**config.mk**
```make
export PLATFORM = sky130hd
export DESIGN_NAME = utf8_to_latin1_glyph_decoder_top
export DESIGN_NICKNAME = d
export VERILOG_FILES = /design/src/rtl/u2l_pkg.sv /design/src/rtl/utf8_to_latin1_glyph_decoder_top.sv /design/src/rtl/u2l_in_stage.sv /design/src/rtl/u2l_decoder.sv
export SDC_FILE = /design/constraint.sdc
export NUM_CORES = 1
export LEC_CHECK = 0
export ABC_AREA = 1
export BUFFER_PORTS_ARGS = -buffer_cell sky130_fd_sc_hd__buf_2
export CAP_MARGIN = 20
export CORE_UTILIZATION = 59
export CTS_CLUSTER_DIAMETER = 150
export DETAILED_ROUTE_END_ITERATION = 8
export MAX_ROUTING_LAYER = met4
export PLACE_DENSITY = 0.94
export SETUP_SLACK_MARGIN = 0.5
export SLEW_MARGIN = 20
export SYNTH_ARGS = -nofsm -noshare
export SYNTH_HDL_FRONTEND = slang
export SYNTH_SLANG_ARGS = --single-unit
export TNS_END_PERCENT = 30
```
**constraint.sdc**
```tcl
create_clock -name clk -period 7.55 [get_ports clk]
set_input_delay 1.51 -clock clk [delete_from_list [all_inputs] [get_ports clk]]
set_output_delay 1.51 -clock clk [all_outputs]
set_load 0.01 [all_outputs]
```
**src/rtl/u2l_pkg.sv**
```systemverilog
// Shared types and constants for the UTF-8 to Latin-1 glyph decoder.
package u2l_pkg;

    localparam int CpWidth = 21;

    localparam logic [7:0]         ReplChar   = 8'h3F;
    localparam logic [CpWidth-1:0] ReplCp     = CpWidth'(8'h3F);
    localparam logic [CpWidth-1:0] GlyphLow   = CpWidth'(16'h0020);
    localparam logic [CpWidth-1:0] GlyphHigh  = CpWidth'(16'h00FF);

    localparam logic [7:0] Lead2Mask  = 8'hE0;
    localparam logic [7:0] Lead2Code  = 8'hC0;
    localparam logic [7:0] Lead3Mask  = 8'hF0;
    localparam logic [7:0] Lead3Code  = 8'hE0;
    localparam logic [7:0] Lead4Mask  = 8'hF8;
    localparam logic [7:0] Lead4Code  = 8'hF0;
    localparam logic [1:0] ContTag    = 2'b10;

    typedef struct packed {
        logic [7:0] text_byte;
        logic       end_of_text;
    } in_item_t;

    typedef struct packed {
        logic [CpWidth-1:0] codepoint;
        logic [7:0]         glyph_code;
        logic               malformed;
        logic               is_control;
        logic               text_done;
    } out_item_t;

    // Result of one decode step toward the result register.
    typedef struct packed {
        logic      valid;
        out_item_t item;
    } dec_res_t;

endpackage

```
**src/rtl/utf8_to_latin1_glyph_decoder_top.sv**
```systemverilog
// Top level: input register, decode step and result register.
// A result enters the result register after its last byte passes the input register.
// Throughput: one byte item per cycle while the result register is free or taken.
// A byte that completes no sequence advances the state and gives no result.
// Reset (rst_n low, asynchronous) empties both registers and returns the
// decoder to idle with no bytes pending.
module utf8_to_latin1_glyph_decoder_top (
    input  logic                clk,
    input  logic                rst_n,
    input  logic                src_valid,
    output logic                src_ready,
    input  u2l_pkg::in_item_t   src_item,
    output logic                res_valid,
    input  logic                res_ready,
    output u2l_pkg::out_item_t  res_item
);

    logic               stage_valid;
    logic               stage_take;
    u2l_pkg::in_item_t  stage_item;
    u2l_pkg::dec_res_t  dec;
    logic               out_free;
    logic               valid_reg;
    logic               valid_next;
    u2l_pkg::out_item_t item_reg;

    assign out_free   = !valid_reg || res_ready;
    assign stage_take = out_free;

    u2l_in_stage u_in (
        .clk         (clk),
        .rst_n       (rst_n),
        .src_valid   (src_valid),
        .src_ready   (src_ready),
        .src_item    (src_item),
        .stage_valid (stage_valid),
        .stage_take  (stage_take),
        .stage_item  (stage_item)
    );

    u2l_decoder u_dec (
        .clk   (clk),
        .rst_n (rst_n),
        .step  (stage_valid && stage_take),
        .item  (stage_item),
        .res   (dec)
    );

    always_comb
    begin
        valid_next = valid_reg;
        if (out_free)
        begin
            valid_next = stage_valid && dec.valid;
        end
    end

    always_ff @(posedge clk or negedge rst_n)
    begin
        if (!rst_n)
        begin
            valid_reg <= 1'b0;
        end
        else
        begin
            valid_reg <= valid_next;
        end
    end

    always_ff @(posedge clk)
    begin
        if (out_free && stage_valid && dec.valid)
        begin
            item_reg <= dec.item;
        end
    end

    assign res_valid = valid_reg;
    assign res_item  = item_reg;

endmodule

```
**src/rtl/u2l_in_stage.sv**
```systemverilog
// Input register stage holding one accepted byte item.
module u2l_in_stage (
    input  logic               clk,
    input  logic               rst_n,
    input  logic               src_valid,
    output logic               src_ready,
    input  u2l_pkg::in_item_t  src_item,
    output logic               stage_valid,
    input  logic               stage_take,
    output u2l_pkg::in_item_t  stage_item
);

    logic              valid_reg;
    logic              valid_next;
    u2l_pkg::in_item_t item_reg;

    assign src_ready   = !valid_reg || stage_take;
    assign stage_valid = valid_reg;
    assign stage_item  = item_reg;

    always_comb
    begin
        valid_next = valid_reg;
        if (src_ready)
        begin
            valid_next = src_valid;
        end
    end

    always_ff @(posedge clk or negedge rst_n)
    begin
        if (!rst_n)
        begin
            valid_reg <= 1'b0;
        end
        else
        begin
            valid_reg <= valid_next;
        end
    end

    always_ff @(posedge clk)
    begin
        if (src_ready && src_valid)
        begin
            item_reg <= src_item;
        end
    end

endmodule

```
**src/rtl/u2l_decoder.sv**
```systemverilog
// Sequence state and one-byte decode step.
module u2l_decoder (
    input  logic               clk,
    input  logic               rst_n,
    input  logic               step,
    input  u2l_pkg::in_item_t  item,
    output u2l_pkg::dec_res_t  res
);

    logic [1:0]                  pending_reg;
    logic [1:0]                  pending_next;
    logic [u2l_pkg::CpWidth-1:0] partial_reg;
    logic [u2l_pkg::CpWidth-1:0] partial_next;
    logic                        bad_reg;
    logic                        bad_next;

    logic                        emit;
    logic [u2l_pkg::CpWidth-1:0] emit_cp;
    logic                        emit_bad;
    logic [u2l_pkg::CpWidth-1:0] value;
    logic [7:0]                  b;
    logic                        cont_bad;
    logic [1:0]                  pend_dec;
    logic [u2l_pkg::CpWidth-1:0] shifted;

    assign b        = item.text_byte;
    assign cont_bad = (b[7:6] != u2l_pkg::ContTag);
    assign pend_dec = pending_reg - 2'd1;
    assign shifted  = {partial_reg[u2l_pkg::CpWidth-7:0], b[5:0]};

    always_comb
    begin
        pending_next = pending_reg;
        partial_next = partial_reg;
        bad_next     = bad_reg;
        emit         = 1'b0;
        emit_cp      = '0;
        emit_bad     = 1'b0;
        if (pending_reg == 2'd0)
        begin
            if (!b[7])
            begin
                emit    = 1'b1;
                emit_cp = u2l_pkg::CpWidth'(b);
            end
            else if ((b & u2l_pkg::Lead2Mask) == u2l_pkg::Lead2Code ||
                     (b & u2l_pkg::Lead3Mask) == u2l_pkg::Lead3Code ||
                     (b & u2l_pkg::Lead4Mask) == u2l_pkg::Lead4Code)
            begin
                if ((b & u2l_pkg::Lead2Mask) == u2l_pkg::Lead2Code)
                begin
                    pending_next = 2'd1;
                    partial_next = u2l_pkg::CpWidth'(b[4:0]);
                end
                else if ((b & u2l_pkg::Lead3Mask) == u2l_pkg::Lead3Code)
                begin
                    pending_next = 2'd2;
                    partial_next = u2l_pkg::CpWidth'(b[3:0]);
                end
                else
                begin
                    pending_next = 2'd3;
                    partial_next = u2l_pkg::CpWidth'(b[2:0]);
                end
                bad_next = 1'b0;
                if (item.end_of_text)
                begin
                    pending_next = 2'd0;
                    partial_next = '0;
                    emit         = 1'b1;
                    emit_bad     = 1'b1;
                end
            end
            else
            begin
                emit     = 1'b1;
                emit_bad = 1'b1;
            end
        end
        else
        begin
            pending_next = pend_dec;
            partial_next = shifted;
            bad_next     = bad_reg || cont_bad;
            if (pend_dec == 2'd0)
            begin
                emit         = 1'b1;
                emit_cp      = shifted;
                emit_bad     = bad_reg || cont_bad;
                partial_next = '0;
                bad_next     = 1'b0;
            end
            else if (item.end_of_text)
            begin
                emit         = 1'b1;
                emit_bad     = 1'b1;
                pending_next = 2'd0;
                partial_next = '0;
                bad_next     = 1'b0;
            end
        end
    end

    assign value = emit_bad ? u2l_pkg::ReplCp : emit_cp;

    always_comb
    begin
        res.valid           = emit;
        res.item.codepoint  = value;
        res.item.glyph_code = (value >= u2l_pkg::GlyphLow && value <= u2l_pkg::GlyphHigh)
                              ? value[7:0] : u2l_pkg::ReplChar;
        res.item.malformed  = emit_bad;
        res.item.is_control = (value < u2l_pkg::GlyphLow);
        res.item.text_done  = item.end_of_text;
    end

    always_ff @(posedge clk or negedge rst_n)
    begin
        if (!rst_n)
        begin
            pending_reg <= 2'd0;
            partial_reg <= '0;
            bad_reg     <= 1'b0;
        end
        else if (step)
        begin
            pending_reg <= pending_next;
            partial_reg <= partial_next;
            bad_reg     <= bad_next;
        end
    end

endmodule

```
; Yosys cells after proc, flatten, opt, wreduce, memory -nomap -nowiden
; Cells that the tools add are included.
[op_classes]
n_mux = 33
n_eq_ne = 6
n_lt_le_gt_ge = 3
n_reduce_logical = 15
n_addsub = 1
[ops]
columns = operator, count
row1 = $mux W15, 6
row2 = $mux W21, 3
row3 = $ge A21 B6 Y1 const B, 1
row4 = $le A21 B8 Y1 const B, 1
row5 = $lt A21 B6 Y1 const B, 1
row6 = $mux W1, 14
row7 = $mux W2, 7
row8 = $mux W7, 1
row9 = $ne A2 B2 Y1 const B, 3
row10 = $eq A5 B5 Y1 const B, 1
row11 = $logic_and A1 B1 Y1, 5
row12 = $logic_or A1 B1 Y1, 5
row13 = $mux W5, 1
row14 = $eq A4 B4 Y1 const B, 1
row15 = $logic_not A2 Y1, 2
row16 = $mux W4, 1
row17 = $eq A3 B3 Y1 const B, 1
row18 = $reduce_and A3 Y1, 1
row19 = $logic_not A1 Y1, 2
row20 = $sub A2 B1 Y2 const B, 1
[word_totals]
register_bits = 61

; Logic depth before layout (Yosys ltp)
[logic_depth]
word_depth = 9
mapped_depth = 13
ltp_nobuf = 12

; Cells and area by module
; From an unflattened synthesis, not the netlist that was laid out.
[hier_totals]
cells_unflattened = 231
hier_area_um2 = 2640.0
[modules_own_cells]
columns = mod, seq_area_each_um2, n_inst, area_per_inst_um2, cells_per_inst
row1 = u2l_decoder, 450.4, 1, 1302.5, 177
row2 = utf8_to_latin1_glyph_decoder_top, 985.9, 1, 1022.2, 39
row3 = u2l_in_stage, 295.3, 1, 315.3, 15

; Worst setup path after synthesis
; OpenSTA, ideal clock, no wires.
[synth_path]
kind = in2reg
from = input port res_ready
to = register item_reg (netlist bit res_item[0]) (enable)
cell_stages = 4
t_arrival_ns = 3.057
setup_ns = 0.421
path_slack_ns = 4.072
n_path_buf = 0
required_time_ns = 7.129
cell_sequence = nor2_1 inv_1 nand2_1 nor2_1
[synth_between]
elab_chain_cells = 3
[synth_rtl]
columns = item, line_no
row1 = "start, declared", utf8_to_latin1_glyph_decoder_top.sv:14  ; input logic res_ready,
row2 = $logic_or A1 B1 Y1, utf8_to_latin1_glyph_decoder_top.sv:27  ; assign out_free = !valid_reg || res_ready;
row3 = $logic_and A1 B1 Y1 (2 in series), utf8_to_latin1_glyph_decoder_top.sv:72  ; if (out_free && stage_valid && dec.valid)
row4 = "end signal, assigned", utf8_to_latin1_glyph_decoder_top.sv:74  ; item_reg <= dec.item;
row5 = "end, declared", utf8_to_latin1_glyph_decoder_top.sv:25  ; u2l_pkg::out_item_t item_reg;
; No other way between the ends.
; A chain may end at the register's enable or synchronous reset.

; Final worst setup path
[layout_path]
from = input port res_ready
to = output port src_ready
[layout_between]
elab_chain_cells = 2
[layout_rtl]
columns = item, line_no
row1 = $logic_or A1 B1 Y1, utf8_to_latin1_glyph_decoder_top.sv:27
row2 = $logic_or A1 B1 Y1, u2l_in_stage.sv:17  ; assign src_ready = !valid_reg || stage_take;
row3 = "end, declared", utf8_to_latin1_glyph_decoder_top.sv:11  ; output logic src_ready,
; No other way between the ends.

==> metrics.cfg <==
[finish]
fill_cells=303
largest_register_ffs=32
drive_gt1_frac=0.285
final_cell_mix=inv_1, buf_2, edfxtp_1
final_util=0.727
final_nets=315
synthToLayoutAreaGrowth_pct=17.6
final_common_cell=inv_1
n_antenna_cell=0

[power_and_ir_drop]
comb_power_share=0.360
power.net_switching_uw=475
seq_power_share=0.405
switching_share=0.359
p_leak_nw=1.52
peakVddDrop_mv=0.229
clkPwrFrac=0.236
power_density_nw_per_um2=415
internal_power_uw=848

[floorplan]
core-area_um2=4380
rows=24
num_io_pins=47
die_x_um=69.8
initial_utilization=0.618
die_area_um2=4870
die_height_um=69.8

[timing]
worst_slack_ps=4050
fin_skew_ps=5.09
period_needed_ps=3500
worst_hold_slack_ps=521
setup_viol=0
max_freq_ghz=0.286
tns_ps=0
rsz0062_at_grt=false
slew_violations=0
worst_slew_pin_slew_ps=494
timing.final.crit_share=0.463
hold_viol=0
slew_headroom=0.670

[clocking]
cts_tree=built
root_buffer=clkbuf_8
clk_pin_slew_ps=60
max-clock-path-buffers=2
ctsHoldBuffers=0
cts_resized=0
cts_buffers=9
htreeDepth=3
post_cts_buffers=0
insertion_delay_ps=330
clock_sinks=61

[setup_path]
required_ps=6040
cp.arrival_ps=1990
crit_path_max_incr_delay_ps=150
crit_top_cell=buf_2
critPathCaptureType=primary output
path_buf_inv=2
worstPathCellList=buf_2, nor2_1, nand2_1, buf_2
critPathKind=in -> out
critPathTopFamily=buffers and inverters
crit_slowest_cell=buf_2
start_kind=input port
crit_path_max_fanout=3

[detailed_routing]
ant_nets=0
first_iter_violations=175
vias=1914
wl_met2_um=2610
dr_wl_met3_um=253
routedWlPerCell_um=13.9
highest_layer=met4
firstDrtPassIters=6
wl_met1_um=2020
drc_errors=0
routed_wl_um=4980
viasPerCell=5.36

[synth]
synth_xor_area_frac=0
synth_mux_area_frac=0
synth_compound_area_frac=0.0910
synth_area_um2=2710
synth_top_family_by_area=simple AND/OR/NAND/NOR gates
synth-simple-area-share=0.157
yosys.area_share.adder=0.00923
synth-seq-cells=61
synth_nets=263
synth.avg_cell_area_um2=10.9
seq_area_frac_synth=0.639
postSynthCellCount=248
ys_warn_count=0
ys_types=33

[global_routing]
grt_pass1_vias=1840
grt_max_degree=29
grt_pass1_wl_um=8330
grt_usage=0.238
grt_overflow_total=0
antenna_found_initial=0

[placement]
io_buffers=46
gp_congestion=0.905
dp_hpwl_um=3550
place_worst_setup_slack_ps=4060

[job]
drv_cap=0

[min_path]
hold_path_class=reg -> reg

[status]
status=finished clean

cells in the mapped netlist (all sizes together):
master	instances	area (um2)
nor2	20	104
o211ai	1	7.51
inv	60	230
o22ai	14	87.6
o21ai	21	113
a311oi	1	8.76
nand3	7	67.6
a211oi	1	7.51
or2	1	8.76
clkbuf	1	3.75
nand4	11	68.8
ha	2	25.0
o2111ai	1	8.76
buf	6	47.5
dfrtp	20	500
nand2	37	166
a21oi	2	13.8
nor3	1	10.0
edfxtp	41	1230
kinds of logic after synthesis:
kind of cell,count (synthesis)
flops,61
compound gates,41
buf+inv,67
simple gates,77
fa+ha+maj,2
area by class of cell:
type	count	area, um2	area share
multi-input cells	120	699	0.219
repair buffers	48	245	0.0770
clock buffers	11	141	0.0444
well taps	52	65.1	0.0204
clock inverters	5	73.8	0.0232
inverters	60	230	0.0722
flip-flops and latches	61	1730	0.543
stage by stage:
stage | instances | power, mW | cell area, um2
final | 357 | 1.32 | 3190
after global routing | 357 | 1.40 | 3190
after CTS | 357 | 1.33 | 3190
after detailed placement | 341 | 1.01 | 2970
after global placement | 341 | 0.980 | 2970
after floorplan | 248 | 0.887 | 2710
final timing paths:
kind | from | to | slack [ps] | cells past startpoint
worst max register to register | u_dec.pending_reg[0]$_DFFE_PN0P_ | res_item[10]$_SDFFCE_PN0P_ | 5190 | 11
worst min register to register | u_in.stage_valid$_DFFE_PN0N_ | u_in.stage_valid$_DFFE_PN0N_ | 520 | 2
worst max-delay path | res_ready | src_ready | 4050 | 4
min in group asynchronous | rst_n | u_dec.partial_reg[2]$_DFFE_PN0P_ | 1120 | 1
worst min-delay path | u_in.stage_valid$_DFFE_PN0N_ | u_in.stage_valid$_DFFE_PN0N_ | 520 | 2
max in group asynchronous | rst_n | u_dec.pending_reg[1]$_DFFE_PN0P_ | 6120 | 1
tightest hold or removal path: stages, from the launching register on:
cell and delay [ps]:
dfrtp_1 340, nand2_1 80, nand2_1 70
metal layers:
layer / track usage / vias up
met2: 0.379 / 83
met3: 0.0683 / 10
met1: 0.280 / 890
li1: - / 931
met4: 0.111 / 0
met5: - / -
power groups by stage:
stage / logic, mW / registers, mW / clock network, mW
CTS: 0.475 / 0.535 / 0.317
global placement: 0.444 / 0.536 / 0
detailed placement: 0.472 / 0.542 / 0
global route: 0.527 / 0.545 / 0.330
floorplan: 0.310 / 0.577 / 0
finish: 0.476 / 0.535 / 0.312
No activity file was read; power rests on OpenSTA's default activity.
